--- src/design/leg_polar_kinematics_core_assert.svh ---
// ----------------------------------------------------------------------------
// Leg polar kinematics assertion macros
// Shared concurrent assertion forms for the leg polar kinematics core.
// ----------------------------------------------------------------------------
`ifndef LEG_POLAR_KINEMATICS_CORE_ASSERT_SVH
`define LEG_POLAR_KINEMATICS_CORE_ASSERT_SVH

// same-cycle implication
`define LPK_ASSERT_NOW(label, clk, rst, ante, cons) \
   label: assert property (@(posedge clk) disable iff (rst) (ante) |-> (cons)) \
      else $error("lpk same-cycle check failed");

// next-cycle implication
`define LPK_ASSERT_NEXT(label, clk, rst, ante, cons) \
   label: assert property (@(posedge clk) disable iff (rst) (ante) |=> (cons)) \
      else $error("lpk next-cycle check failed");

`endif

--- src/design/lpk_pkg.sv ---
// ----------------------------------------------------------------------------
// Leg polar kinematics package
// Types, fixed-point constants and the CORDIC arctangent table.
// ----------------------------------------------------------------------------
package lpk_pkg;

   localparam int XY_W = 32;
   localparam int Z_W  = 33;
   localparam int ZF_W = 34;

   localparam logic signed [ZF_W-1:0] Q30_PI      = 34'sd3373259426;
   localparam logic signed [ZF_W-1:0] Q30_HALF_PI = 34'sd1686629713;
   localparam logic signed [XY_W-1:0] CORDIC_GAIN = 32'sd652032874;

   localparam logic [15:0] LINK_LENGTH_RESET = 16'd16384;

   localparam int ATAN_ENTRIES = 24;

   typedef struct packed {
      logic signed [15:0] apos;
      logic signed [16:0] rdiff;
      logic signed [16:0] rsum;
      logic [1:0]         tag;
   } pass_type;

   typedef struct packed {
      logic signed [XY_W-1:0] x;
      logic signed [XY_W-1:0] y;
      logic signed [Z_W-1:0]  z;
      logic                   flip;
      pass_type               pass;
   } cordic_type;

   function automatic logic signed [Z_W-1:0] atan_q30(input int idx);
      logic signed [Z_W-1:0] val;
      case (idx)
         0:  val = 33'sd843314857;
         1:  val = 33'sd497837829;
         2:  val = 33'sd263043837;
         3:  val = 33'sd133525159;
         4:  val = 33'sd67021687;
         5:  val = 33'sd33543516;
         6:  val = 33'sd16775851;
         7:  val = 33'sd8388437;
         8:  val = 33'sd4194283;
         9:  val = 33'sd2097149;
         10: val = 33'sd1048576;
         11: val = 33'sd524288;
         12: val = 33'sd262144;
         13: val = 33'sd131072;
         14: val = 33'sd65536;
         15: val = 33'sd32768;
         16: val = 33'sd16384;
         17: val = 33'sd8192;
         18: val = 33'sd4096;
         19: val = 33'sd2048;
         20: val = 33'sd1024;
         21: val = 33'sd512;
         22: val = 33'sd256;
         23: val = 33'sd128;
         default: val = '0;
      endcase
      return val;
   endfunction

endpackage

--- src/design/lpk_cordic_cell.sv ---
// ----------------------------------------------------------------------------
// Leg polar kinematics CORDIC cell
// One registered rotation-mode micro-rotation with its own valid/ready slot.
// ----------------------------------------------------------------------------
`include "leg_polar_kinematics_core_assert.svh"

module lpk_cordic_cell #(
   parameter int STAGE = 0
) (
   input  logic                clock,
   input  logic                reset,
   input  logic                in_valid,
   output logic                in_ready,
   input  lpk_pkg::cordic_type in_data,
   output logic                out_valid,
   input  logic                out_ready,
   output lpk_pkg::cordic_type out_data
);

   localparam logic signed [lpk_pkg::Z_W-1:0] ATAN = lpk_pkg::atan_q30(STAGE);

   logic                valid_ff, valid_in;
   lpk_pkg::cordic_type data_ff, data_in;
   logic signed [lpk_pkg::XY_W-1:0] xs, ys;
   logic                take;

   assign in_ready = !valid_ff || out_ready;
   assign take = in_valid && in_ready;

   always_comb begin
      xs = in_data.x >>> STAGE;
      ys = in_data.y >>> STAGE;
      data_in = in_data;
      if (!in_data.z[lpk_pkg::Z_W-1]) begin
         data_in.x = in_data.x - ys;
         data_in.y = in_data.y + xs;
         data_in.z = in_data.z - ATAN;
      end else begin
         data_in.x = in_data.x + ys;
         data_in.y = in_data.y - xs;
         data_in.z = in_data.z + ATAN;
      end
      valid_in = take || (valid_ff && !out_ready);
   end

   always_ff @(posedge clock) begin
      if (reset) begin
         valid_ff <= 1'b0;
      end else begin
         valid_ff <= valid_in;
      end
   end

   always_ff @(posedge clock) begin
      if (take) begin
         data_ff <= data_in;
      end
   end

   assign out_valid = valid_ff;
   assign out_data  = data_ff;

   `LPK_ASSERT_NEXT(a_cell_hold, clock, reset, valid_ff && !out_ready,
      valid_ff && $stable(data_ff))

endmodule

--- config.mk ---
export PLATFORM = sky130hd
export DESIGN_NAME = lpk_cordic_cell
export DESIGN_NICKNAME = d
export VERILOG_FILES = /design/src/design/lpk_pkg.sv /design/src/design/lpk_cordic_cell.sv
export VERILOG_INCLUDE_DIRS = /design/src /design/src/design
export SDC_FILE = /design/constraint.sdc
export NUM_CORES = 1
export LEC_CHECK = 0
export BUFFER_PORTS_ARGS = -buffer_cell sky130_fd_sc_hd__buf_2
export CAP_MARGIN = 20
export CORE_MARGIN = 4
export CORE_UTILIZATION = 37
export CTS_CLUSTER_DIAMETER = 80
export CTS_CLUSTER_SIZE = 16
export DETAILED_ROUTE_END_ITERATION = 6
export PLACE_DENSITY = 0.66
export SLEW_MARGIN = 15
export SYNTH_ARGS = -nofsm -noshare
export SYNTH_HDL_FRONTEND = slang
export SYNTH_SLANG_ARGS = --single-unit
--- constraint.sdc ---
create_clock -name clock -period 5.95 [get_ports clock]
set_input_delay 0.595 -clock clock [delete_from_list [all_inputs] [get_ports clock]]
set_output_delay 0.595 -clock clock [all_outputs]
set_load 0.005 [all_outputs]
[Word-level counts from Yosys, hierarchy flattened]
Cells that the tools add are included.
Operators by class
  $add $sub $neg: 5
  multiplexer cells: 1
  reduce and logical (&&, ||, !) cells: 6
Operators by type and width (number)
  97-bit two-way mux: 1
  32-bit subtractor: 2
  33-bit by 31-bit adder with 33-bit output (second input constant): 1
  33-bit by 31-bit subtractor with 33-bit output (second input constant): 1
  32-bit adder: 1
  1-bit logical AND: 2
  1-bit zero test: 2
  1-bit logical OR: 2
Storage, ports and cells
  register bits after elaboration: 151
  input bits: 154
  output and inout bits: 152
  word-level logic and storage cells: 21

[Depth between registers and ports, before layout]
Gate-level depths: netlist (run 1).
  depth in word-level cells: 4
  gate-level depth with buffers: 13
  mapped depth without buffers: 11

[Least setup slack after synthesis (run 1)]
Ideal clock, no wire load.
  path type: in2reg
  from: in out_ready
  to: reg data_ff (netlist bit out_data[0]), enable pin
  setup time: 0.527 ns
  arrival: 4.177 ns
  required time: 5.423 ns
  slack: 1.246 ns
  cell stages on the path: 2
  path buffers: 0
  cells stage by stage: nand2b_1 and2_1
Between the ends
  word-level cells in the longest chain between the ends: 2
Ends and longest elaborated chain
  start: declaration: RTL line lpk_cordic_cell.sv:16  | input logic out_ready,
  1-bit logical OR: RTL line lpk_cordic_cell.sv:27  | assign in_ready = !valid_ff || out_ready;
  1-bit logical AND: RTL line lpk_cordic_cell.sv:28  | assign take = in_valid && in_ready;
  via take: RTL line lpk_cordic_cell.sv:25  | logic take;
  end signal: assignment: RTL line lpk_cordic_cell.sv:56  | data_ff <= data_in;
  end: declaration: RTL line lpk_cordic_cell.sv:23  | lpk_pkg::cordic_type data_ff, data_in;
The timed path passes the listed nets, and every way through them passes these cells.
A chain may end at the register's enable or synchronous reset.

==> summary.txt, run 1 <==
Status: completed
R2R cell count: 3
Mapped Nets: 1545
Seq/Total Area, Yosys: 37.0%
H-tree levels: 4
Setup TNS: 0 ns
Routed WL per cell: 19.0 um
Mapped cell area: 12200 sq um
Final antenna-violating net count: 0
Worst EP required: 6.18 ns
Min Tclk post-route: 3.56 ns
Cell Pwr Density: 244 nW/um^2
Core ar.: 32500 sq um
TritonCTS clock tree: yes
GPL Wtd Cong: 0.969
# setup viols final: 0
Worst Path Arrival: 3.80 ns
Syn Inst Count: 1262
Skew-Pair Late Insertion Delay: 0.44 ns
Vias per cell: 5.41
First drt pass iteration count: 6
Area occupied by multi-input gates: 6910 sq um
Layout cells sized above 1: 25.8%
Fin. max-slew vios: 0
Largest area contributor in the netlist: edfxtp_1
Post-DP HPWL: 30.2 mm
Starting density of the core: 37.5%
CTS root buf: clkbuf_16
Ys flop type: edfxtp_1
Kind of critical path: primary input to register
Unique masters post-synth: 98
Number of max-cap violations: 0
Reg2reg end: out_data[90]
Clock slew at reported path FFs: 0.07 ns
Initial DRC Count: 919
Reg2Reg Setup Slack: 3.59 ns
FFs w/ async S/R, synth: 0%
Vias post-DR: 10800
Worst slew pin tran: 0.855 ns
CTS buffer count: 17
FF/Latch Area: 4490 sq um
Row cnt: 66
Post-Route WL: 37.9 mm
Largest net degree at the start of global routing: 66
Crit end category: register
R2R Path Start: out_valid
Die Y-Extent: 189 um
Ys Warns: 0
Worst Path Max Fanout: 44
Max stage delay on crit path: 0.48 ns
Crit start category: primary input
Max Clk Rate: 0.281 GHz
Input/output buffers: 305
CP max-delay cell: buf_4
Hold depth: 2
Static Leak: 6.27 nW
Final Hold Fails: 0
Period utilization: 59.9%
Top post-synthesis cells by area: edfxtp_1 37%, ha_1 13%, a21oi_1 5.5%, xnor2_1 5.5%, nor2_1 3.3%
Post-CTS setup buffer count: 0
CTS Sinks: 150
Clock skew: 0.0105 ns
Finished Core Util: 44.8%
Global-route wire length before repair: 57.3 mm
Die ar.: 35800 sq um
Die width: 189 um
CP Cell Sequence: buf_4 > inv_2 > buf_4 > ha_1 > a21o_1 > a31o_2 > nor2b_1 > o2bb2ai_1 > a211oi_1 > o21ai_1 > a21oi_1 > nor4_1
IO Pins: 306
CTS Buffer Depth: 2
Remaining DRCs: 0
Syn-to-layout area delta: 19.7%
Hold_sp: reset
Hold Path Class: primary input to register
GRT Util Overall: 20.1%
Grt ovf: 0
Layout fillers: 3197
Max VDD drop: 0.202 mV
Hold Crit Endpoint: out_valid
Yosys top cell area share: 36.8%
CTS resizes: 0
Final-stage net count: 1822
#FFs+latches synth: 150
CP dominant cell by count: buf_4
Avg Cell Area, Syn: 9.63 sq um
Post-synth EDFFs: 149
Slew headroom: 43.0%
Vias in the first global route: 10500
Hold Buf Count CTS: 0
Initial antenna violation count: 2
RSZ-0062 raised after global routing: no
Yosys cell counts, drive strengths merged, types with 3 or more instances:
cell type / count
o31ai: 21
a211o: 4
a31oi: 16
nor3: 17
a21boi: 5
nand3: 32
or3: 8
o21ai: 82
nand4: 14
nor2b: 15
buf: 27
edfxtp: 149
o22ai: 5
o21bai: 29
and2: 4
nand4b: 3
and4: 3
a31o: 4
mux2i: 14
nor2: 109
ha: 125
clkbuf: 24
o2111ai: 6
xor2: 9
o211ai: 10
o221ai: 5
a2111oi: 4
clkinv: 3
a21o: 25
inv: 109
nand2b: 14
fa: 4
a21oi: 137
o21a: 11
nor4: 11
xnor2: 76
and3: 5
nand2: 54
o41ai: 3
or2: 5
a211oi: 24
a22oi: 3
cells in the final DEF, fill, tap and decap left out, drive strengths merged, types with 5 or more instances in the layout:
master	instances
a211oi	24
a21boi	5
a21o	25
a21oi	137
a31oi	16
and3	5
buf	309
clkbuf	17
clkinv	10
edfxtp	149
ha	125
inv	117
mux2i	14
nand2	54
nand2b	14
nand3	32
nand4	14
nor2	109
nor2b	15
nor3	17
nor4	11
o2111ai	6
o211ai	10
o21a	11
o21ai	82
o21bai	29
o221ai	5
o22ai	5
o31ai	21
or2	5
or3	8
xnor2	76
xor2	9
per-layer routing:
| layer | track usage, % | wire length, um | share of wire [%] |
|---|---|---|---|
| met1 | 26.2 | 16200 | 43 |
| met2 | 34.3 | 18200 | 48 |
| met3 | 3.78 | 2780 | 7.3 |
| met4 | 5.34 | 757 | 2.0 |
| met5 | 0 | 0 | 0 |
critical path, delay by kind of cell:
kind / cells / cell delay, ns
AOI/OAI and AO/OA: 6 / 1.08
and+or+nand+nor: 2 / 0.49
buffers and inverters: 3 / 1.17
adders and majority gates: 1 / 0.39
sequential cells by signal (all words and copies together), names as in the netlist:
register   cells
out_data     149
out_valid      1
worst max path at each step:
| stage | endpoint | from | slack (ns) | cells past startpoint |
|---|---|---|---|---|
| after floorplan | out_data[0] | out_ready | 1.25 | 2 |
| after global placement | out_data[85] | in_data[85] | 2.13 | 11 |
| after detailed placement | out_data[83] | in_data[85] | 2.03 | 12 |
| after CTS | out_data[83] | in_data[85] | 2.48 | 12 |
| after global routing | out_data[83] | in_data[85] | 2.12 | 12 |
| final | out_data[83] | in_data[85] | 2.39 | 12 |
cell families (layout without fill, tap and decap cells):
kind of cell               after synthesis  in the layout  synth area share, %
buffers and inverters                  163            453                 6.23
DFF                                    150            150                 37.0
muxes                                   15             15                 1.25
AOI/OAI and AO/OA                      416            416                 23.4
xor gates and xnor gates                85             85                 6.12
adders and majority gates              129            129                 13.5
and+or+nand+nor                        304            304                 12.5
other                                    0              4                    0
report_power, final:
part | switching (mW) | internal [mW] | total (mW)
Clock | 0.522 | 0.568 | 1.09
Sequential | 0.0326 | 1.32 | 1.36
Combinational | 0.667 | 0.433 | 1.10
stage by stage:
stage / instance area, sq um / setup slack (ns) / power, mW / hold slack, ns / instances
after floorplan: 12200 / 1.25 / 2.09 / 0.522 / 1262
after global placement: 13900 / 2.13 / 2.46 / 0.534 / 1962
after detailed placement: 13900 / 2.03 / 2.47 / 0.545 / 1962
after CTS: 14500 / 2.48 / 3.57 / 0.292 / 1994
after global routing: 14500 / 2.12 / 3.73 / 0.291 / 1995
final: 14500 / 2.39 / 3.55 / 0.312 / 1998
area by class of cell:
type | count | share of cell area (%)
clock buffer | 17 | 2.92
clock inverter | 15 | 1.20
tap | 442 | 3.80
multi-input combinational | 949 | 47.5
inverter | 112 | 2.92
antenna | 4 | 0.0688
timing repair buffer | 309 | 10.7
sequential | 150 | 30.9
Note: power is estimated with default switching activity, not from simulation.
==> run 2: changes to the inputs <==
==> constraint.sdc (replaced) <==
create_clock -name clock -period 3.5 [get_ports clock]
set_input_delay 0.35 -clock clock [delete_from_list [all_inputs] [get_ports clock]]
set_output_delay 0.35 -clock clock [all_outputs]
set_load 0.005 [all_outputs]
==> run 2 against run 1 <==
Net effect: sequential cell count did not move; wire length up 1.0%; global-route usage up 0.14 points; cell count up 1.1%; critical endpoint is now out_data[85]; utilization increased by 0.62 points; via count up 1.1%; clock skew is 0.0030 ns higher; combinational power is 75% higher; register-to-register slack worse by 1.5 ns; largest power group unchanged.
==> summary.txt, run 2 (synthesis gave the netlist of run 1 again) <==
Die width: 189 um (unchanged)
Die ar.: 35800 sq um (unchanged)
Number of max-cap violations: 0 (unchanged)
IO Pins: 306 (unchanged)
Vias post-DR: 10900 (+1.1%)
Cell Pwr Density: 414 nW/um^2 (+70%)
Kind of critical path: primary input to register
Skew-Pair Late Insertion Delay: 0.43 ns (about the same)
Syn-to-layout area delta: 21.3%
Largest register FFs: 149 (unchanged)
Vias per cell: 5.41 (about the same)
CTS root buf: clkbuf_16
Row cnt: 66 (unchanged)
Placement Cell Area: 14100 sq um (+1.5%)
Die Y-Extent: 189 um (unchanged)
Worst Path Arrival: 3.13 ns (-0.67 ns)
RSZ-0062 raised after global routing: no
Vias in the first global route: 10500 (-0.029%)
Post-CTS setup buffer count: 0 (unchanged)
Period utilization: 84.5%
CP Cell Sequence: buf_4 > inv_2 > ha_1 > nor2b_1 > o31ai_1 > a221oi_1 > a211oi_2 > a211oi_1 > o21ai_1 > a21oi_1 > o32ai_1
Fin. max-slew vios: 0 (unchanged)
Post-DP HPWL: 30.3 mm (+0.14%)
CTS resizes: 0 (unchanged)
Crit start category: primary input
Final antenna-violating net count: 0 (unchanged)
Family with the most delay on the worst path: compound AO/OA/AOI/OAI gates
Crit end category: register
Clock slew at reported path FFs: 0.08 ns (about the same)
Max VDD drop: 0.354 mV (+75%)
TritonCTS clock tree: yes
Worst slew pin tran: 0.968 ns (+0.113 ns)
Final-stage net count: 1846 (+1.3%)
Clock skew: 0.0135 ns (+0.00300 ns)
CTS buffer count: 17 (unchanged)
Global-route wire length before repair: 58.1 mm (+1.5%)
# setup viols final: 0 (unchanged)
Input/output buffers: 305 (unchanged)
Max stage delay on crit path: 0.53 ns (+0.05 ns)
Reg2Reg Setup Slack: 2.07 ns (-1.52 ns)
Hold Crit Endpoint: out_valid
First drt pass iteration count: 5 (-1)
Layout cells sized above 1: 27.0% (+1.1 points)
R2R Path Start: out_valid
Status: completed
Worst Path Max Fanout: 18 (-59%)
Final Hold Fails: 0 (unchanged)
H-tree levels: 4 (unchanged)
Setup TNS: 0 ns (unchanged)
Remaining DRCs: 0 (unchanged)
Grt ovf: 0 (unchanged)
Hold depth: 2 (unchanged)
Hold_sp: reset
Static Leak: 6.39 nW (+2.0%)
Core ar.: 32500 sq um (unchanged)
Starting density of the core: 37.5% (unchanged)
Final Cell Area: 14700 sq um (+1.4%)
Reg2reg end: out_data[59]
Commonest non-fill, non-tap cell in the layout: buf_2
Post-Route WL: 38.3 mm (+1.0%)
Hold Buf Count CTS: 0 (unchanged)
CP max-delay cell: a211oi_1
Initial antenna violation count: 4 (+2)
Routed WL per cell: 19.0 um (about the same)
Max Clk Rate: 0.338 GHz
Slew headroom: 35.5% (-7.5 points)
WP buf/inv: 2 (-1)
Initial DRC Count: 877 (-4.6%)
GRT Util Overall: 20.2% (+0.14 points)
CTS Buffer Depth: 2 (unchanged)
Largest net degree at the start of global routing: 85 (+29%)
Hold Path Class: primary input to register
CTS Sinks: 150 (unchanged)
Min Tclk post-route: 2.96 ns
R2R cell count: 3 (unchanged)
Most frequent cells in the layout: 304 x buf_2, 149 x edfxtp_1, 134 x a21oi_1
GPL Wtd Cong: 0.966 (-0.31%)
Worst EP required: 3.67 ns (-2.51 ns)
==> run 2: cell count changes in the layout (fill, tap and decap cells not counted) <==
cell      delta
inv_8        +3
inv_6        -1
buf_12       +2
diode_2      -2
clkinv_4     -1
clkinv_8     -1
buf_4       +22
==> run 2: how the worst max path moves through the flow <==
stage | start | end | slack, ns | cells after the start
global placement | in_data[100] | out_data[114] | 0.30 | 12
global route | in_data[85] | out_data[85] | 0.42 | 11
CTS | in_data[85] | out_data[85] | 0.65 | 11
finish | in_data[85] | out_data[85] | 0.54 | 11
floorplan | in_data[85] | out_data[78] | 0.07 | 11
detailed placement | in_data[85] | out_data[85] | 0.21 | 11
==> run 2: metrics by stage <==
step	std cells	hold slack [ns]	worst slack, ns	power, mW	utilization (%)
after global placement	1986	0.505	0.304	4.22	43.6
after floorplan	1262	0.419	0.0676	3.55	-
after CTS	2018	0.0342	0.653	6.14	45.4
final	2020	0.0581	0.543	6.11	45.4
after global routing	2018	0.0427	0.417	6.42	45.4
after detailed placement	1986	0.509	0.206	4.23	43.6
==> run 2: power by group <==
part           leakage [nW]  internal [mW]  switching, mW
Clock                 0.296          0.971          0.919
Sequential             1.45           2.25         0.0521
Combinational          4.65          0.774           1.14
Total                  6.39           3.99           2.11
==> run 2: layout make-up <==
type	count	area (sq um)
Inverter	112	425
Antenna cell	2	5.00
Multi-Input combinational cell	949	6910
Clock buffer	17	425
Sequential cell	150	4490
Tap cell	442	553
Fill cell	3202	17700
Timing Repair Buffer	333	1760
Clock inverter	15	174
==> run 2: layer usage <==
layer	part of all wire (%)	global-route usage [%]	wire (um)
met1	43	26.9	16400
met5	0.11	0	44
met3	7.2	3.56	2770
met2	48	33.8	18300
met4	2.2	6.04	850
==> run 2: worst register-to-register path, delay by kind of cell (launching register included) <==
family        cells  cell delay (ns)
buf+inv           1             0.35
flops             1             0.32
simple gates      2             0.30
