`src/design/leg_polar_kinematics_core_assert.svh`:
```
// ----------------------------------------------------------------------------
// Leg polar kinematics assertion macros
// Shared concurrent assertion forms for the leg polar kinematics core.
// ----------------------------------------------------------------------------
`ifndef LEG_POLAR_KINEMATICS_CORE_ASSERT_SVH
`define LEG_POLAR_KINEMATICS_CORE_ASSERT_SVH

// same-cycle implication
`define LPK_ASSERT_NOW(label, clk, rst, ante, cons) \
   label: assert property (@(posedge clk) disable iff (rst) (ante) |-> (cons)) \
      else $error("lpk same-cycle check failed");

// next-cycle implication
`define LPK_ASSERT_NEXT(label, clk, rst, ante, cons) \
   label: assert property (@(posedge clk) disable iff (rst) (ante) |=> (cons)) \
      else $error("lpk next-cycle check failed");

`endif

```
`src/design/lpk_pkg.sv`:
```
// ----------------------------------------------------------------------------
// Leg polar kinematics package
// Types, fixed-point constants and the CORDIC arctangent table.
// ----------------------------------------------------------------------------
package lpk_pkg;

   localparam int XY_W = 32;
   localparam int Z_W  = 33;
   localparam int ZF_W = 34;

   localparam logic signed [ZF_W-1:0] Q30_PI      = 34'sd3373259426;
   localparam logic signed [ZF_W-1:0] Q30_HALF_PI = 34'sd1686629713;
   localparam logic signed [XY_W-1:0] CORDIC_GAIN = 32'sd652032874;

   localparam logic [15:0] LINK_LENGTH_RESET = 16'd16384;

   localparam int ATAN_ENTRIES = 24;

   typedef struct packed {
      logic signed [15:0] apos;
      logic signed [16:0] rdiff;
      logic signed [16:0] rsum;
      logic [1:0]         tag;
   } pass_type;

   typedef struct packed {
      logic signed [XY_W-1:0] x;
      logic signed [XY_W-1:0] y;
      logic signed [Z_W-1:0]  z;
      logic                   flip;
      pass_type               pass;
   } cordic_type;

   function automatic logic signed [Z_W-1:0] atan_q30(input int idx);
      logic signed [Z_W-1:0] val;
      case (idx)
         0:  val = 33'sd843314857;
         1:  val = 33'sd497837829;
         2:  val = 33'sd263043837;
         3:  val = 33'sd133525159;
         4:  val = 33'sd67021687;
         5:  val = 33'sd33543516;
         6:  val = 33'sd16775851;
         7:  val = 33'sd8388437;
         8:  val = 33'sd4194283;
         9:  val = 33'sd2097149;
         10: val = 33'sd1048576;
         11: val = 33'sd524288;
         12: val = 33'sd262144;
         13: val = 33'sd131072;
         14: val = 33'sd65536;
         15: val = 33'sd32768;
         16: val = 33'sd16384;
         17: val = 33'sd8192;
         18: val = 33'sd4096;
         19: val = 33'sd2048;
         20: val = 33'sd1024;
         21: val = 33'sd512;
         22: val = 33'sd256;
         23: val = 33'sd128;
         default: val = '0;
      endcase
      return val;
   endfunction

endpackage

```
`src/design/lpk_channel_if.sv`:
```
// ----------------------------------------------------------------------------
// Leg polar kinematics channels
// Valid/ready interfaces for the sample channel and the result channel.
// ----------------------------------------------------------------------------
interface lpk_req_if;
   logic               valid;
   logic               ready;
   logic signed [15:0] motor_angle_a;
   logic signed [15:0] motor_angle_b;
   logic signed [15:0] motor_rate_a;
   logic signed [15:0] motor_rate_b;
   logic [1:0]         leg_tag;

   modport source (
      output valid, motor_angle_a, motor_angle_b, motor_rate_a, motor_rate_b, leg_tag,
      input  ready
   );
   modport sink (
      input  valid, motor_angle_a, motor_angle_b, motor_rate_a, motor_rate_b, leg_tag,
      output ready
   );
endinterface


```
`src/design/lpk_entry.sv`:
```
// ----------------------------------------------------------------------------
// Leg polar kinematics entry stage
// Forms the half-angle, folds it into the CORDIC range and seeds the vector.
// ----------------------------------------------------------------------------
`include "leg_polar_kinematics_core_assert.svh"

module lpk_entry (
   input  logic                clock,
   input  logic                reset,
   lpk_req_if.sink             req_chan,
   output logic                out_valid,
   input  logic                out_ready,
   output lpk_pkg::cordic_type out_data
);

   logic                valid_ff, valid_in;
   lpk_pkg::cordic_type data_ff, data_in;

   logic signed [16:0]             diff;
   logic signed [16:0]             asum;
   logic signed [lpk_pkg::ZF_W-1:0] z_raw;
   logic signed [lpk_pkg::ZF_W-1:0] z_fold;
   logic                           take;

   assign req_chan.ready = !valid_ff || out_ready;
   assign take = req_chan.valid && req_chan.ready;

   always_comb begin
      diff  = {req_chan.motor_angle_b[15], req_chan.motor_angle_b}
            - {req_chan.motor_angle_a[15], req_chan.motor_angle_a};
      asum  = {req_chan.motor_angle_a[15], req_chan.motor_angle_a}
            + {req_chan.motor_angle_b[15], req_chan.motor_angle_b};
      z_raw = {diff[16], diff, 16'b0};
      data_in.flip = 1'b1;
      if (z_raw > lpk_pkg::Q30_HALF_PI) begin
         z_fold = z_raw - lpk_pkg::Q30_PI;
      end else if (z_raw < -lpk_pkg::Q30_HALF_PI) begin
         z_fold = z_raw + lpk_pkg::Q30_PI;
      end else begin
         z_fold = z_raw;
         data_in.flip = 1'b0;
      end
      data_in.x = lpk_pkg::CORDIC_GAIN;
      data_in.y = '0;
      data_in.z = z_fold[lpk_pkg::Z_W-1:0];
      data_in.pass.apos  = asum[16:1];
      data_in.pass.rdiff = {req_chan.motor_rate_a[15], req_chan.motor_rate_a}
                         - {req_chan.motor_rate_b[15], req_chan.motor_rate_b};
      data_in.pass.rsum  = {req_chan.motor_rate_a[15], req_chan.motor_rate_a}
                         + {req_chan.motor_rate_b[15], req_chan.motor_rate_b};
      data_in.pass.tag   = req_chan.leg_tag;
      valid_in = take || (valid_ff && !out_ready);
   end

   always_ff @(posedge clock) begin
      if (reset) begin
         valid_ff <= 1'b0;
      end else begin
         valid_ff <= valid_in;
      end
   end

   always_ff @(posedge clock) begin
      if (take) begin
         data_ff <= data_in;
      end
   end

   assign out_valid = valid_ff;
   assign out_data  = data_ff;

   `LPK_ASSERT_NOW(a_fold_range, clock, reset, valid_ff,
      ($signed({data_ff.z[lpk_pkg::Z_W-1], data_ff.z}) <= lpk_pkg::Q30_HALF_PI &&
       $signed({data_ff.z[lpk_pkg::Z_W-1], data_ff.z}) >= -lpk_pkg::Q30_HALF_PI))

endmodule

```
`src/flat_wrapper.sv`:
```
// flat-port wrapper written by rule: the top's interface ports become plain ports
module lpk_entry_flat 
  (clock, reset, out_valid, out_ready, out_data, req_chan_valid, req_chan_motor_angle_a, req_chan_motor_angle_b, req_chan_motor_rate_a, req_chan_motor_rate_b, req_chan_leg_tag, req_chan_ready);
  lpk_req_if req_chan_i ();
  input  logic clock;
  input  logic reset;
  output logic out_valid;
  input  logic out_ready;
  output lpk_pkg::cordic_type out_data;
  input wire logic [$bits(req_chan_i.valid)-1:0] req_chan_valid;
  input wire logic [$bits(req_chan_i.motor_angle_a)-1:0] req_chan_motor_angle_a;
  input wire logic [$bits(req_chan_i.motor_angle_b)-1:0] req_chan_motor_angle_b;
  input wire logic [$bits(req_chan_i.motor_rate_a)-1:0] req_chan_motor_rate_a;
  input wire logic [$bits(req_chan_i.motor_rate_b)-1:0] req_chan_motor_rate_b;
  input wire logic [$bits(req_chan_i.leg_tag)-1:0] req_chan_leg_tag;
  output wire logic [$bits(req_chan_i.ready)-1:0] req_chan_ready;
  assign req_chan_i.valid = req_chan_valid;
  assign req_chan_i.motor_angle_a = req_chan_motor_angle_a;
  assign req_chan_i.motor_angle_b = req_chan_motor_angle_b;
  assign req_chan_i.motor_rate_a = req_chan_motor_rate_a;
  assign req_chan_i.motor_rate_b = req_chan_motor_rate_b;
  assign req_chan_i.leg_tag = req_chan_leg_tag;
  assign req_chan_ready = req_chan_i.ready;
  lpk_entry u_core (.clock(clock), .reset(reset), .req_chan(req_chan_i), .out_valid(out_valid), .out_ready(out_ready), .out_data(out_data));
endmodule
```
`config.mk`:
```
export PLATFORM = sky130hd
export DESIGN_NAME = lpk_entry_flat
export DESIGN_NICKNAME = d
export VERILOG_FILES = /design/src/design/lpk_pkg.sv /design/src/design/lpk_channel_if.sv /design/src/design/lpk_entry.sv /design/src/flat_wrapper.sv
export VERILOG_INCLUDE_DIRS = /design/src /design/src/design
export SDC_FILE = /design/constraint.sdc
export NUM_CORES = 1
export LEC_CHECK = 0
export ABC_AREA = 1
export BUFFER_PORTS_ARGS = -buffer_cell sky130_fd_sc_hd__buf_4
export CORE_MARGIN = 5
export CORE_UTILIZATION = 30
export CTS_CLUSTER_DIAMETER = 50
export CTS_CLUSTER_SIZE = 8
export DETAILED_ROUTE_END_ITERATION = 12
export PLACE_DENSITY = 0.63
export SLEW_MARGIN = 20
export SYNTH_ARGS = -nofsm -noshare
export SYNTH_HDL_FRONTEND = slang
export SYNTH_SLANG_ARGS = --single-unit
```
`constraint.sdc`:
```
create_clock -name clock -period 6.6 [get_ports clock]
set_clock_uncertainty 0.1 [all_clocks]
set_input_delay 0.33 -clock clock [delete_from_list [all_inputs] [get_ports clock]]
set_output_delay 0.33 -clock clock [all_outputs]
set_load 0.05 [all_outputs]
```
After elaboration in Yosys (flattened, before gate mapping):

Cells that the tools add are included.
Widths: inputs -> output; s select.

* add/subtract/negate cells: 6
* $lt $le $gt $ge: 2
* multiplexer cells: 3
* reduce and logical (&&, ||, !) cells: 6

Operators by type and width (number)
* $mux 33: 2
* $add 16x16->17: 2
* $sub 16x16->17: 2
* $add 33x33->33 const B: 1
* $gt 33x32->1 const B: 1
* $lt 33x32->1 const B: 1
* $sub 33x33->33 const B: 1
* $logic_and 1x1->1: 2
* $logic_not 1->1: 2
* $logic_or 1x1->1: 2
* $mux 1: 1

* register bits after elaboration: 87
* input port bits: 70
* output and inout bits: 152
* logic and storage cells: 24

Longest topological paths before layout:

Gate-level depths: netlist (run 1).

* word-level depth: 4
* mapped depth: 22
* depth with buffers taken out: 21

Worst setup path after synthesis (run 1):

Ideal clock, no wire load.

* path kind: register -> register
* from: reg u_core.valid_ff, in the netlist u_core.out_valid
* to: reg u_core.data_ff (netlist bit u_core.out_data[0]), enable pin
* setup time: 523 ps
* arrival time: 4025 ps
* data required time: 5977 ps
* slack: 1951 ps
* cell stages (with the launch flop): 2
* path buffers: 0
* period minus slack after synthesis: 4649 ps
* cell sequence: dfxtp_1 > a21oi_1

* word-level cells in the longest chain between the ends: 3

RTL lines
* start: declaration: line lpk_entry.sv:16 `logic valid_ff, valid_in;`
* start signal: assignment: line lpk_entry.sv:59 `valid_ff <= valid_in;`
* $logic_not 1->1: line lpk_entry.sv:25 `assign req_chan.ready = !valid_ff || out_ready;`
* $logic_or 1x1->1: line lpk_entry.sv:25
* $logic_and 1x1->1: line lpk_entry.sv:26 `assign take = req_chan.valid && req_chan.ready;`
* net u_core.take: line lpk_entry.sv:23 `logic take;`
* end signal: assignment: line lpk_entry.sv:65 `data_ff <= data_in;`
* end: declaration: line lpk_entry.sv:17 `lpk_pkg::cordic_type data_ff, data_in;`

The timed path passes the listed nets, and every way through them passes these cells.
A chain may end at the register's enable or synchronous reset.

==> results of run 1 <==
[cells by family (layout without fill, tap and decap cells)]
kind of cell / after synthesis / in the layout
flops: 72 / 72
simple gates: 458 / 458
other cells: 2 / 65
xor+xnor: 54 / 54
fa+ha+maj: 71 / 71
compound gates: 96 / 96
buf+inv: 241 / 315
[state kept, by name (all words and copies together), names as in the netlist]
register and flops:
u_core.out_data 71, u_core.out_valid 1
[Yosys cell counts (all sizes together)]
library cell / number / area [um2]
a21boi: 5 / 37.5
a21o: 3 / 22.5
a21oi: 52 / 264
a31oi: 3 / 18.8
and2: 4 / 25.0
buf: 96 / 703
clkbuf: 3 / 11.3
conb: 2 / 7.51
dfxtp: 1 / 20.0
edfxtp: 71 / 2130
fa: 4 / 80.1
ha: 67 / 838
inv: 142 / 533
nand2: 298 / 1190
nand3: 77 / 405
nand3b: 1 / 7.51
nand4: 12 / 75.1
nor2: 57 / 231
nor3: 4 / 20.0
nor4: 3 / 18.8
o211ai: 2 / 15.0
o21ai: 25 / 125
o21bai: 2 / 15.0
o31ai: 4 / 30.0
or2: 2 / 12.5
xnor2: 2 / 17.5
xor2: 52 / 455
[power breakdown]
part	switching [uW]	internal, uW
logic	773	300
registers	22.2	601
clock network	215	295
[routing by layer]
layer	up-vias	wire (um)
met2	212	8550
met5	-	0
met1	2824	8620
met3	17	1240
met4	0	204
li1	3294	-
[stage by stage]
| step | area (um2) | std cells |
|---|---|---|
| CTS | 8720 | 1455 |
| floorplan | 7550 | 1057 |
| global route | 8720 | 1455 |
| global placement | 8430 | 1439 |
| finish | 8720 | 1455 |
| detailed placement | 8430 | 1439 |
[layout make-up]
class	instances	share of cell area
multi-input cells	744	0.477
inverters	142	0.0611
clock inverters	6	0.00774
repair buffers	157	0.135
flip-flops and latches	72	0.247
well taps	324	0.0465
clock buffers	10	0.0262
[how the worst max path moves through the flow]
| stage | from | endpoint | depth (start not counted) |
|---|---|---|---|
| 2_1_floorplan | u_core.out_valid | u_core.out_data[0] | 1 |
| 3_3_place_gp | req_chan_motor_angle_b[0] | u_core.out_data[85] | 18 |
| 3_5_place_dp | req_chan_motor_angle_b[0] | u_core.out_data[72] | 19 |
| 4_1_cts | req_chan_motor_angle_b[0] | u_core.out_data[72] | 19 |
| 5_1_grt | req_chan_motor_angle_b[0] | u_core.out_data[75] | 20 |
| 6_report | req_chan_motor_angle_b[0] | u_core.out_data[72] | 19 |
==> Flow_metrics.wiki, run 1 <==
{| class="wikitable"
! Metric !! Value
|-
| Outcome || finished clean
|-
| Share of the synthesized area in compound gates (AO/OA/AOI/OAI) || 0.0722
|-
| Shortest period the worst path allows || 3.01 ns
|-
| Worst-case headroom to the max-slew limit || 0.383
|-
| Launch instance of the worst register-to-register path || u_core.out_valid
|-
| CTS tree || built
|-
| PnR Total Power || 2210 uW
|-
| CTS root buffer || sky130_fd_sc_hd__clkbuf_16
|-
| Required time of the critical path || 6.59 ns
|-
| Top achievable clock speed || 0.333 GHz
|-
| Synthesized area per cell || 7.35 um2
|-
| Routing usage on met3 || 0.0343
|-
| Worst-case hold path end point || u_core.out_valid
|-
| Met2 capacity usage during global routing || 0.221
|-
| Clock buffer count from CTS || 9
|-
| GR peak layer || met2
|-
| Commonest cells after routing, fill and taps aside || sky130_fd_sc_hd__nand2_1, sky130_fd_sc_hd__buf_4, sky130_fd_sc_hd__inv_1, sky130_fd_sc_hd__nand3_1, sky130_fd_sc_hd__edfxtp_1
|-
| Final wirelength || 18.6 mm
|-
| Maximum level of the CTS H-tree || 3
|-
| Post-synthesis instance total || 994
|-
| Row count || 57
|-
| PnR worst setup slack || 3.59 ns
|-
| Simple-gate portion of the synthesized area || 0.271
|-
| Maximum fanout along the worst path || 15
|-
| Total clock sinks || 72
|-
| DRT antenna net count || 0
|-
| Cell leakage power || 0.00460 uW
|-
| Number of iterations in the first detailed-routing pass || 5
|-
| Vias in the first global route || 6,270
|-
| Diode insertion count for antenna repair || 0
|-
| Launching element type of the critical path || input pin
|-
| Detailed Place HPWL || 15.3 mm
|-
| Power density of the placed cells || 253 mW/mm2
|-
| Global placer's final weighted congestion || 0.898
|-
| RSZ-0062 raised after global routing || false
|-
| Vertical die dimension || 166 um
|-
| Pre-CTS setup slack || 3.24 ns
|-
| Final Max Slew Viols || 0
|-
| Number of primary I/O pins || 222
|-
| FILL cells || 2,571
|-
| End-of-flow core utilization || 0.361
|-
| Synthesized-area fraction occupied by adder cells || 0.126
|-
| Xor and xnor fraction of the mapped netlist area || 0.0647
|-
| Worst reg2reg setup slack || 4.87 ns
|-
| Share of the clock period used by the worst path after layout || 0.456
|-
| Multiplexer share of the synthesized area || 0
|-
| CP max stage cell || sky130_fd_sc_hd__fa_1
|-
| List of cells traversed by the critical path || buf_4 > inv_1 > ha_1 > fa_1 > inv_1 > nand2_1 > nand2_1 > nand3_2 > nand2_2 > nand2_2 > nand2_2 > nand2_1 > nand2_1 > nand2_1 > inv_2 > nand2_2 > nand2_2 > nor2_1 > xor2_1
|-
| First-pass GRT wire length || 30.3 mm
|-
| Post-detailed-route via-to-cell ratio || 4.36
|-
| Storage cell area || 0.00215 mm2
|-
| Register clock-pin slew on the reported worst setup and hold paths || 0.06 ns
|-
| Maximum number of pins on one net before global-route repair || 72
|-
| Worst IR drop on VDD || 0.141 mV
|-
| Cell type group with the largest total delay on the critical path || simple AND/OR/NAND/NOR gates
|-
| Data arrival time of the critical path || 2.99 ns
|-
| Number of antenna violations at the first check in global routing || 0
|-
| Count of synthesis-stage warnings from yosys || 0
|-
| GRT Util Overall || 0.131
|-
| Leading cell type in the layout, fill and taps excluded || sky130_fd_sc_hd__nand2_1
|-
| Later-pin clock latency in the skew report || 0.34 ns
|-
| Area overhead of the layout relative to synthesis || 19.3%
|-
| Total of buffers placed on input and output ports || 156
|-
| Endpoint kind of the worst setup timing path || register
|-
| Dominant combinational cell family by area after synthesis || simple AND/OR/NAND/NOR gates
|-
| Total of cells resized after clock tree synthesis || 0
|-
| Total die area || 0.0276 mm2
|-
| Type of the worst setup path || input pin to register
|-
| Proportion of layout cells with a drive suffix above 1 || 0.190
|-
| Total congestion overflow after global routing || 0
|-
| Worst Hold Depth || 2
|-
| Worst Tran Pin Value || 0.925 ns
|-
| Horizontal extent of the die || 166 um
|-
| Start point of the worst hold path || reset
|-
| Postcts setup bufs || 0
|-
| Via count || 6,347
|-
| Iter 0 DRT Violations || 341
|-
| Area of the multi-input gates || 0.00416 mm2
|-
| Part of the Yosys area used for sequential elements || 0.294
|-
| Max Buffers Root-to-Sink || 2
|-
| Depth of the worst register-to-register path || 2
|-
| Core region area || 0.0242 mm2
|-
| Drc violations || 0
|-
| Slowest cell delay on critical path || 0.39 ns
|-
| Terminus of the critical flop-to-flop path || u_core.out_data[47]
|-
| CP bufs+invs || 4
|-
| Total of hold buffers inserted after clock tree synthesis || 0
|-
| Total standard cell area after synthesis || 0.00731 mm2
|-
| Met1 usage in global routing || 0.172
|-
| Initial core utilization || 0.302
|-
| Post-synth cell types || 38
|-
| Hold/Removal Path Class || input pin to register
|-
| Endpoints failing hold || 0
|-
| Average wire length per cell after detail routing || 12.8 um
|-
| MaxCap Viol Count || 0
|-
| Final setup violating endpoints || 0
|-
| Nets || 1,267
|-
| Final Hold Slack || 0.0340 ns
|-
| Flop and latch count out of synthesis || 72
|-
| Sum of negative setup slack || 0 ns
|}
No activity file was read; power rests on OpenSTA's default activity.
==> run 2, diff against run 1 <==
Settings changed: PLACE_DENSITY 0.63 to 0.65.
Clock period 6.6 ns to 2.5 ns, I/O delays scaled along.
==> run 2 against run 1 <==
Effect of this change: first-iteration DRC count is 0.59% lower; clock-buffer cell count is 1 lower; worst hold slack better by 0.047 ns; total power grew to 2.8 times the previous value; sequential cell count stayed put; cell area is 12% higher; critical path depth is 6 lower; sequential power grew to 2.6 times the previous value.
==> Flow_metrics.wiki, run 2 (same netlist as run 1, synthesis figures left out) <==
{| class="wikitable"
! Metric !! Value
|-
| Commonest cells after routing, fill and taps aside || sky130_fd_sc_hd__buf_4, sky130_fd_sc_hd__nand2_1, sky130_fd_sc_hd__inv_1, sky130_fd_sc_hd__edfxtp_1, sky130_fd_sc_hd__nand3_1
|-
| Cell type group with the largest total delay on the critical path || simple AND/OR/NAND/NOR gates
|-
| Worst setup path start || req_chan_motor_rate_b[0]
|-
| Post-Place Cells || 1,558
|-
| Endpoints failing hold || 0
|-
| Top achievable clock speed || 0.426 GHz
|-
| Total congestion overflow after global routing || 0
|-
| Required time of the critical path || 2.50 ns
|-
| Nets || 1,390
|-
| Number of iterations in the first detailed-routing pass || 5
|-
| Final setup violating endpoints || 0
|-
| Vias in the first global route || 6,651
|-
| Cell count along the critical path || 13
|-
| Diode insertion count for antenna repair || 0
|-
| Storage cell area || 0.00215 mm2
|-
| Total die area || 0.0276 mm2
|-
| Worst reg2reg setup slack || 1.10 ns
|-
| Maximum level of the CTS H-tree || 3
|-
| CTS tree || built
|-
| Last element of the critical path || u_core.out_data[35]
|-
| Power density of the placed cells || 637 mW/mm2
|-
| Final Max Slew Viols || 0
|-
| Proportion of layout cells with a drive suffix above 1 || 0.279
|-
| Global placer's final weighted congestion || 0.862
|-
| Cell area after layout || 0.00974 mm2
|-
| End-of-flow core utilization || 0.403
|-
| Cell leakage power || 0.00520 uW
|-
| Area of the multi-input gates || 0.00423 mm2
|-
| FILL cells || 2,512
|-
| Iter 0 DRT Violations || 339
|-
| List of cells traversed by the critical path || buf_4 > ha_1 > fa_1 > nor4_1 > nor2_1 > o21ai_0 > a21boi_0 > o21ai_1 > nand2_1 > nand2_1 > nand2_1 > nand2_1 > nand2_1
|-
| Core region area || 0.0242 mm2
|-
| DRT antenna net count || 0
|-
| Maximum number of pins on one net before global-route repair || 37
|-
| Row count || 57
|-
| Detailed Place HPWL || 15.9 mm
|-
| Terminus of the critical flop-to-flop path || u_core.out_data[77]
|-
| Worst IR drop on VDD || 0.299 mV
|-
| Outcome || finished clean
|-
| Number of antenna violations at the first check in global routing || 0
|-
| Horizontal extent of the die || 166 um
|-
| Maximum fanout along the worst path || 3
|-
| Clock buffer count from CTS || 9
|-
| Shortest period the worst path allows || 2.35 ns
|-
| Via count || 6,690
|-
| Depth of the worst register-to-register path || 2
|-
| Register clock-pin slew on the reported worst setup and hold paths || 0.06 ns
|-
| Data arrival time of the critical path || 2.35 ns
|-
| Max Buffers Root-to-Sink || 2
|-
| MaxCap Viol Count || 0
|-
| Later-pin clock latency in the skew report || 0.33 ns
|-
| Post-detailed-route via-to-cell ratio || 4.24
|-
| CP max stage cell || sky130_fd_sc_hd__fa_1
|-
| Total clock sinks || 72
|-
| Average wire length per cell after detail routing || 12.0 um
|-
| GRT Util Overall || 0.134
|-
| Pre-CTS setup slack || -0.309 ns
|-
| Total of buffers placed on input and output ports || 156
|-
| Hold/Removal Path Class || input pin to register
|-
| CP bufs+invs || 1
|-
| Type of the worst setup path || input pin to register
|-
| Slowest cell delay on critical path || 0.44 ns
|-
| Number of primary I/O pins || 222
|-
| Drc violations || 0
|-
| Number of standard cells in the layout, taps in and fillers out || 1,578
|-
| First-pass GRT wire length || 31.1 mm
|-
| Number of flip-flops in the largest register || 71
|-
| PnR worst setup slack || 0.152 ns
|-
| Area overhead of the layout relative to synthesis || 33.2%
|-
| Initial core utilization || 0.302
|-
| Launch instance of the worst register-to-register path || u_core.out_valid
|-
| Area post-placement || 0.00932 mm2
|-
| Vertical die dimension || 166 um
|-
| RSZ-0062 raised after global routing || true
|-
| Most numerous cell on the critical path || sky130_fd_sc_hd__nand2_1
|-
| CTS root buffer || sky130_fd_sc_hd__clkbuf_16
|-
| Endpoint kind of the worst setup timing path || register
|-
| Final wirelength || 19.0 mm
|-
| Leading cell type in the layout, fill and taps excluded || sky130_fd_sc_hd__buf_4
|-
| Launching element type of the critical path || input pin
|-
| Share of the clock period used by the worst path after layout || 0.939
|}
[run 2: cell types whose count changed in the layout (fill, tap and decap cells not counted), moves of 2 or more]
cell,change
sky130_fd_sc_hd__nand2_1,-4
sky130_fd_sc_hd__ha_2,+3
sky130_fd_sc_hd__ha_1,-3
sky130_fd_sc_hd__nand2_2,+2
sky130_fd_sc_hd__nand3_1,-5
sky130_fd_sc_hd__nand3_2,+4
sky130_fd_sc_hd__nand2_4,+2
sky130_fd_sc_hd__buf_4,+118
sky130_fd_sc_hd__dlygate4sd3_1,+4
[run 2: per-stage QoR]
step	setup TNS [ns]	power, uW	hold slack [ns]
2_1_floorplan	0	3900	0.0941
6_report	0	6210	0.0815
3_5_place_dp	-4.96	4840	0.187
5_1_grt	-0.0372	6630	0.0807
4_1_cts	0	6240	0.0631
3_3_place_gp	-4.26	4830	0.182
[run 2: worst min-delay path: cells and delay by family]
family | cells | cell delay [ns]
buffers and inverters | 2 | 0.12
adder cells (fa/ha/maj) | 1 | 0.12
[run 2: cell type report]
class                   instances  share of cell area
well taps                     324              0.0416
repair buffers                280               0.217
clock inverters                 7             0.00822
multi-input cells             744               0.434
flip-flops and latches         72               0.221
inverters                     142              0.0547
clock buffers                   9              0.0231
[run 2: per-layer routing]
metal  track usage  routed length [um]  vias to the layer above  share of wire
met5             0                   0                        -              0
met4        0.0294                 234                        0          0.012
met3        0.0328                1170                       15          0.062
met2         0.227                8630                      219           0.46
met1         0.175                8930                     2927           0.47
li1              -                   -                     3529              -
[run 2: timing repair]
item	CTS	global route
hold endpoints to repair	3	0
setup endpoints to repair	0	20
hold buffers	4	0
gates resized for setup	0	21
setup buffers	0	0
[run 2: where the power goes]
part	internal [uW]	switching [uW]	leakage (uW)
Sequential	1580	56.6	0.000698
Clock	786	579	0.000148
Combinational	1100	2110	0.00435
Total	3470	2740	0.00520
[run 2: how the worst min path moves through the flow]
stage / start / endpoint / slack [ns] / cells past startpoint
3_5_place_dp: reset / u_core.out_valid / 0.19 / 2
5_1_grt: req_chan_motor_rate_b[0] / u_core.out_data[2] / 0.08 / 3
4_1_cts: req_chan_motor_rate_b[0] / u_core.out_data[2] / 0.06 / 3
6_report: req_chan_motor_rate_b[0] / u_core.out_data[2] / 0.08 / 3
3_3_place_gp: reset / u_core.out_valid / 0.18 / 2
2_1_floorplan: reset / u_core.out_valid / 0.09 / 1
==> run 3, diff against run 2 <==
Settings changed: GPL_TIMING_DRIVEN from default to 1, PLACE_DENSITY 0.65 to 0.63.
Clock period 2.5 ns to 2.9 ns, I/O delays scaled along.
==> run 3 against run 2 <==
Effect of this change: global-route usage is essentially flat; sequential cell count did not move; largest power group unchanged; largest cell class unchanged; sequential share of layout area grew 1.9 points; non-clock buffer count shrank 96.
==> Flow_metrics.wiki, run 3 (same netlist as run 1, synthesis figures left out) <==
{| class="wikitable"
! Metric !! Value
|-
| Via count || 6,493
|-
| Core region area || 0.0242 mm2
|-
| Top achievable clock speed || 0.393 GHz
|-
| Final Max Slew Viols || 0
|-
| Worst Hold Depth || 3
|-
| Worst-case hold path end point || u_core.out_data[2]
|-
| Detailed Place HPWL || 15.5 mm
|-
| PnR worst setup slack || 0.353 ns
|-
| Worst IR drop on VDD || 0.381 mV
|-
| Number of standard cells in the layout, taps in and fillers out || 1,482
|-
| Total of buffers placed on input and output ports || 156
|-
| Required time of the critical path || 2.90 ns
|-
| Cell area after layout || 0.00897 mm2
|-
| Vertical die dimension || 166 um
|-
| Maximum fanout along the worst path || 8
|-
| Share of the clock period used by the worst path after layout || 0.878
|-
| Postcts setup bufs || 0
|-
| Iter 0 DRT Violations || 334
|-
| Initial core utilization || 0.302
|-
| Maximum number of pins on one net before global-route repair || 72
|-
| Endpoint kind of the worst setup timing path || register
|-
| Worst reg2reg setup slack || 1.53 ns
|-
| Final Hold Slack || 0.0964 ns
|-
| Endpoints failing hold || 0
|-
| Horizontal extent of the die || 166 um
|-
| Register clock-pin slew on the reported worst setup and hold paths || 0.06 ns
|-
| Pre-CTS setup slack || 0.00523 ns
|-
| Final wirelength || 18.9 mm
|-
| Number of iterations in the first detailed-routing pass || 5
|-
| Total of hold buffers inserted after clock tree synthesis || 4
|-
| Post-detailed-route via-to-cell ratio || 4.38
|-
| DRT antenna net count || 0
|-
| Total clock sinks || 72
|-
| Final setup violating endpoints || 0
|-
| Terminus of the critical flop-to-flop path || u_core.out_data[73]
|-
| Number of primary I/O pins || 222
|-
| Power density of the placed cells || 579 mW/mm2
|-
| Maximum level of the CTS H-tree || 3
|-
| Worst Tran Pin Value || 0.515 ns
|-
| CTS tree || built
|-
| Clock buffer count from CTS || 9
|-
| Drc violations || 0
|-
| Total congestion overflow after global routing || 0
|-
| Post-Place Cells || 1,462
|-
| RSZ-0062 raised after global routing || false
|-
| Vias in the first global route || 6,410
|-
| Global placer's final weighted congestion || 0.858
|-
| Outcome || finished clean
|-
| Nets || 1,294
|-
| Worst-case headroom to the max-slew limit || 0.653
|-
| Shortest period the worst path allows || 2.55 ns
|-
| Number of antenna violations at the first check in global routing || 0
|-
| Cell leakage power || 0.00475 uW
|-
| Number of flip-flops in the largest register || 71
|-
| GRT Util Overall || 0.134
|-
| Diode insertion count for antenna repair || 0
|-
| Max Buffers Root-to-Sink || 2
|-
| Launch instance of the worst register-to-register path || u_core.out_valid
|-
| Start point of the worst hold path || req_chan_motor_rate_b[0]
|-
| Row count || 57
|-
| Commonest cells after routing, fill and taps aside || sky130_fd_sc_hd__nand2_1, sky130_fd_sc_hd__buf_4, sky130_fd_sc_hd__inv_1, sky130_fd_sc_hd__nand3_1, sky130_fd_sc_hd__edfxtp_1
|-
| First-pass GRT wire length || 30.8 mm
|-
| Launching element type of the critical path || input pin
|-
| Total die area || 0.0276 mm2
|-
| Average wire length per cell after detail routing || 12.8 um
|-
| Depth of the worst register-to-register path || 2
|-
| Proportion of layout cells with a drive suffix above 1 || 0.206
|-
| Type of the worst setup path || input pin to register
|-
| Hold/Removal Path Class || input pin to register
|-
| Total of cells resized after clock tree synthesis || 0
|-
| Sum of negative setup slack || 0 ns
|-
| MaxCap Viol Count || 0
|-
| CTS root buffer || sky130_fd_sc_hd__clkbuf_16
|-
| Data arrival time of the critical path || 2.55 ns
|-
| Leading cell type in the layout, fill and taps excluded || sky130_fd_sc_hd__nand2_1
|-
| Area post-placement || 0.00861 mm2
|-
| Later-pin clock latency in the skew report || 0.35 ns
|-
| Area overhead of the layout relative to synthesis || 22.7%
|}
==> run 3: stage by stage <==
stage | power [uW] | util
2_1_floorplan | 3360 | -
3_3_place_gp | 3950 | 0.356
3_5_place_dp | 3960 | 0.356
4_1_cts | 5260 | 0.371
5_1_grt | 5530 | 0.371
6_report | 5190 | 0.371
==> run 3: power by group <==
part           switching, uW  total (uW)  internal (uW)
Sequential              60.3        1430           1370
Clock                    498        1250            756
Combinational           1770        2510            745
==> run 3: worst max path at each step <==
stage | start | to | slack (ns)
after global placement | req_chan_motor_angle_b[2] | u_core.out_data[82] | 0.05
after detailed placement | req_chan_motor_angle_b[0] | u_core.out_data[82] | 0.005
after floorplan | req_chan_motor_angle_b[0] | u_core.out_data[76] | 0.43
after CTS | req_chan_motor_angle_b[0] | u_core.out_data[77] | 0.37
final | req_chan_motor_angle_b[0] | u_core.out_data[75] | 0.35
after global routing | req_chan_motor_angle_b[0] | u_core.out_data[76] | 0.06
==> run 3: worst max-delay path, cell delays in order <==
cell and delay (ns):
sky130_fd_sc_hd__buf_4 0.08, sky130_fd_sc_hd__inv_1 0.03, sky130_fd_sc_hd__ha_1 0.22, sky130_fd_sc_hd__fa_1 0.39, sky130_fd_sc_hd__inv_1 0.13, sky130_fd_sc_hd__nand3_1 0.11
sky130_fd_sc_hd__nand2_1 0.11, sky130_fd_sc_hd__nand3_1 0.15, sky130_fd_sc_hd__nand3_1 0.13, sky130_fd_sc_hd__nand2_1 0.06, sky130_fd_sc_hd__nand2_1 0.14, sky130_fd_sc_hd__nand2_1 0.09
sky130_fd_sc_hd__nor2_1 0.13, sky130_fd_sc_hd__nand3_2 0.10, sky130_fd_sc_hd__nand2_2 0.10, sky130_fd_sc_hd__nand2_2 0.12, sky130_fd_sc_hd__buf_4 0.19, sky130_fd_sc_hd__nand2_1 0.06
sky130_fd_sc_hd__nand2_1 0.05
==> run 3: cell type report <==
type,count,area [um2]
Clock buffer,9,225
Clock inverter,7,93.8
Fill cell,2535,15200
Inverter,142,533
Multi-Input combinational cell,744,4160
Sequential cell,72,2150
Tap cell,324,405
Timing Repair Buffer,184,1400
==> run 3: layer usage <==
metal | up-vias | track usage | part of all wire
met3 | 23 | 0.0371 | 0.071
met1 | 2882 | 0.174 | 0.45
met2 | 239 | 0.225 | 0.46
met5 | - | 0 | 0
met4 | 0 | 0.0298 | 0.015
li1 | 3349 | - | -
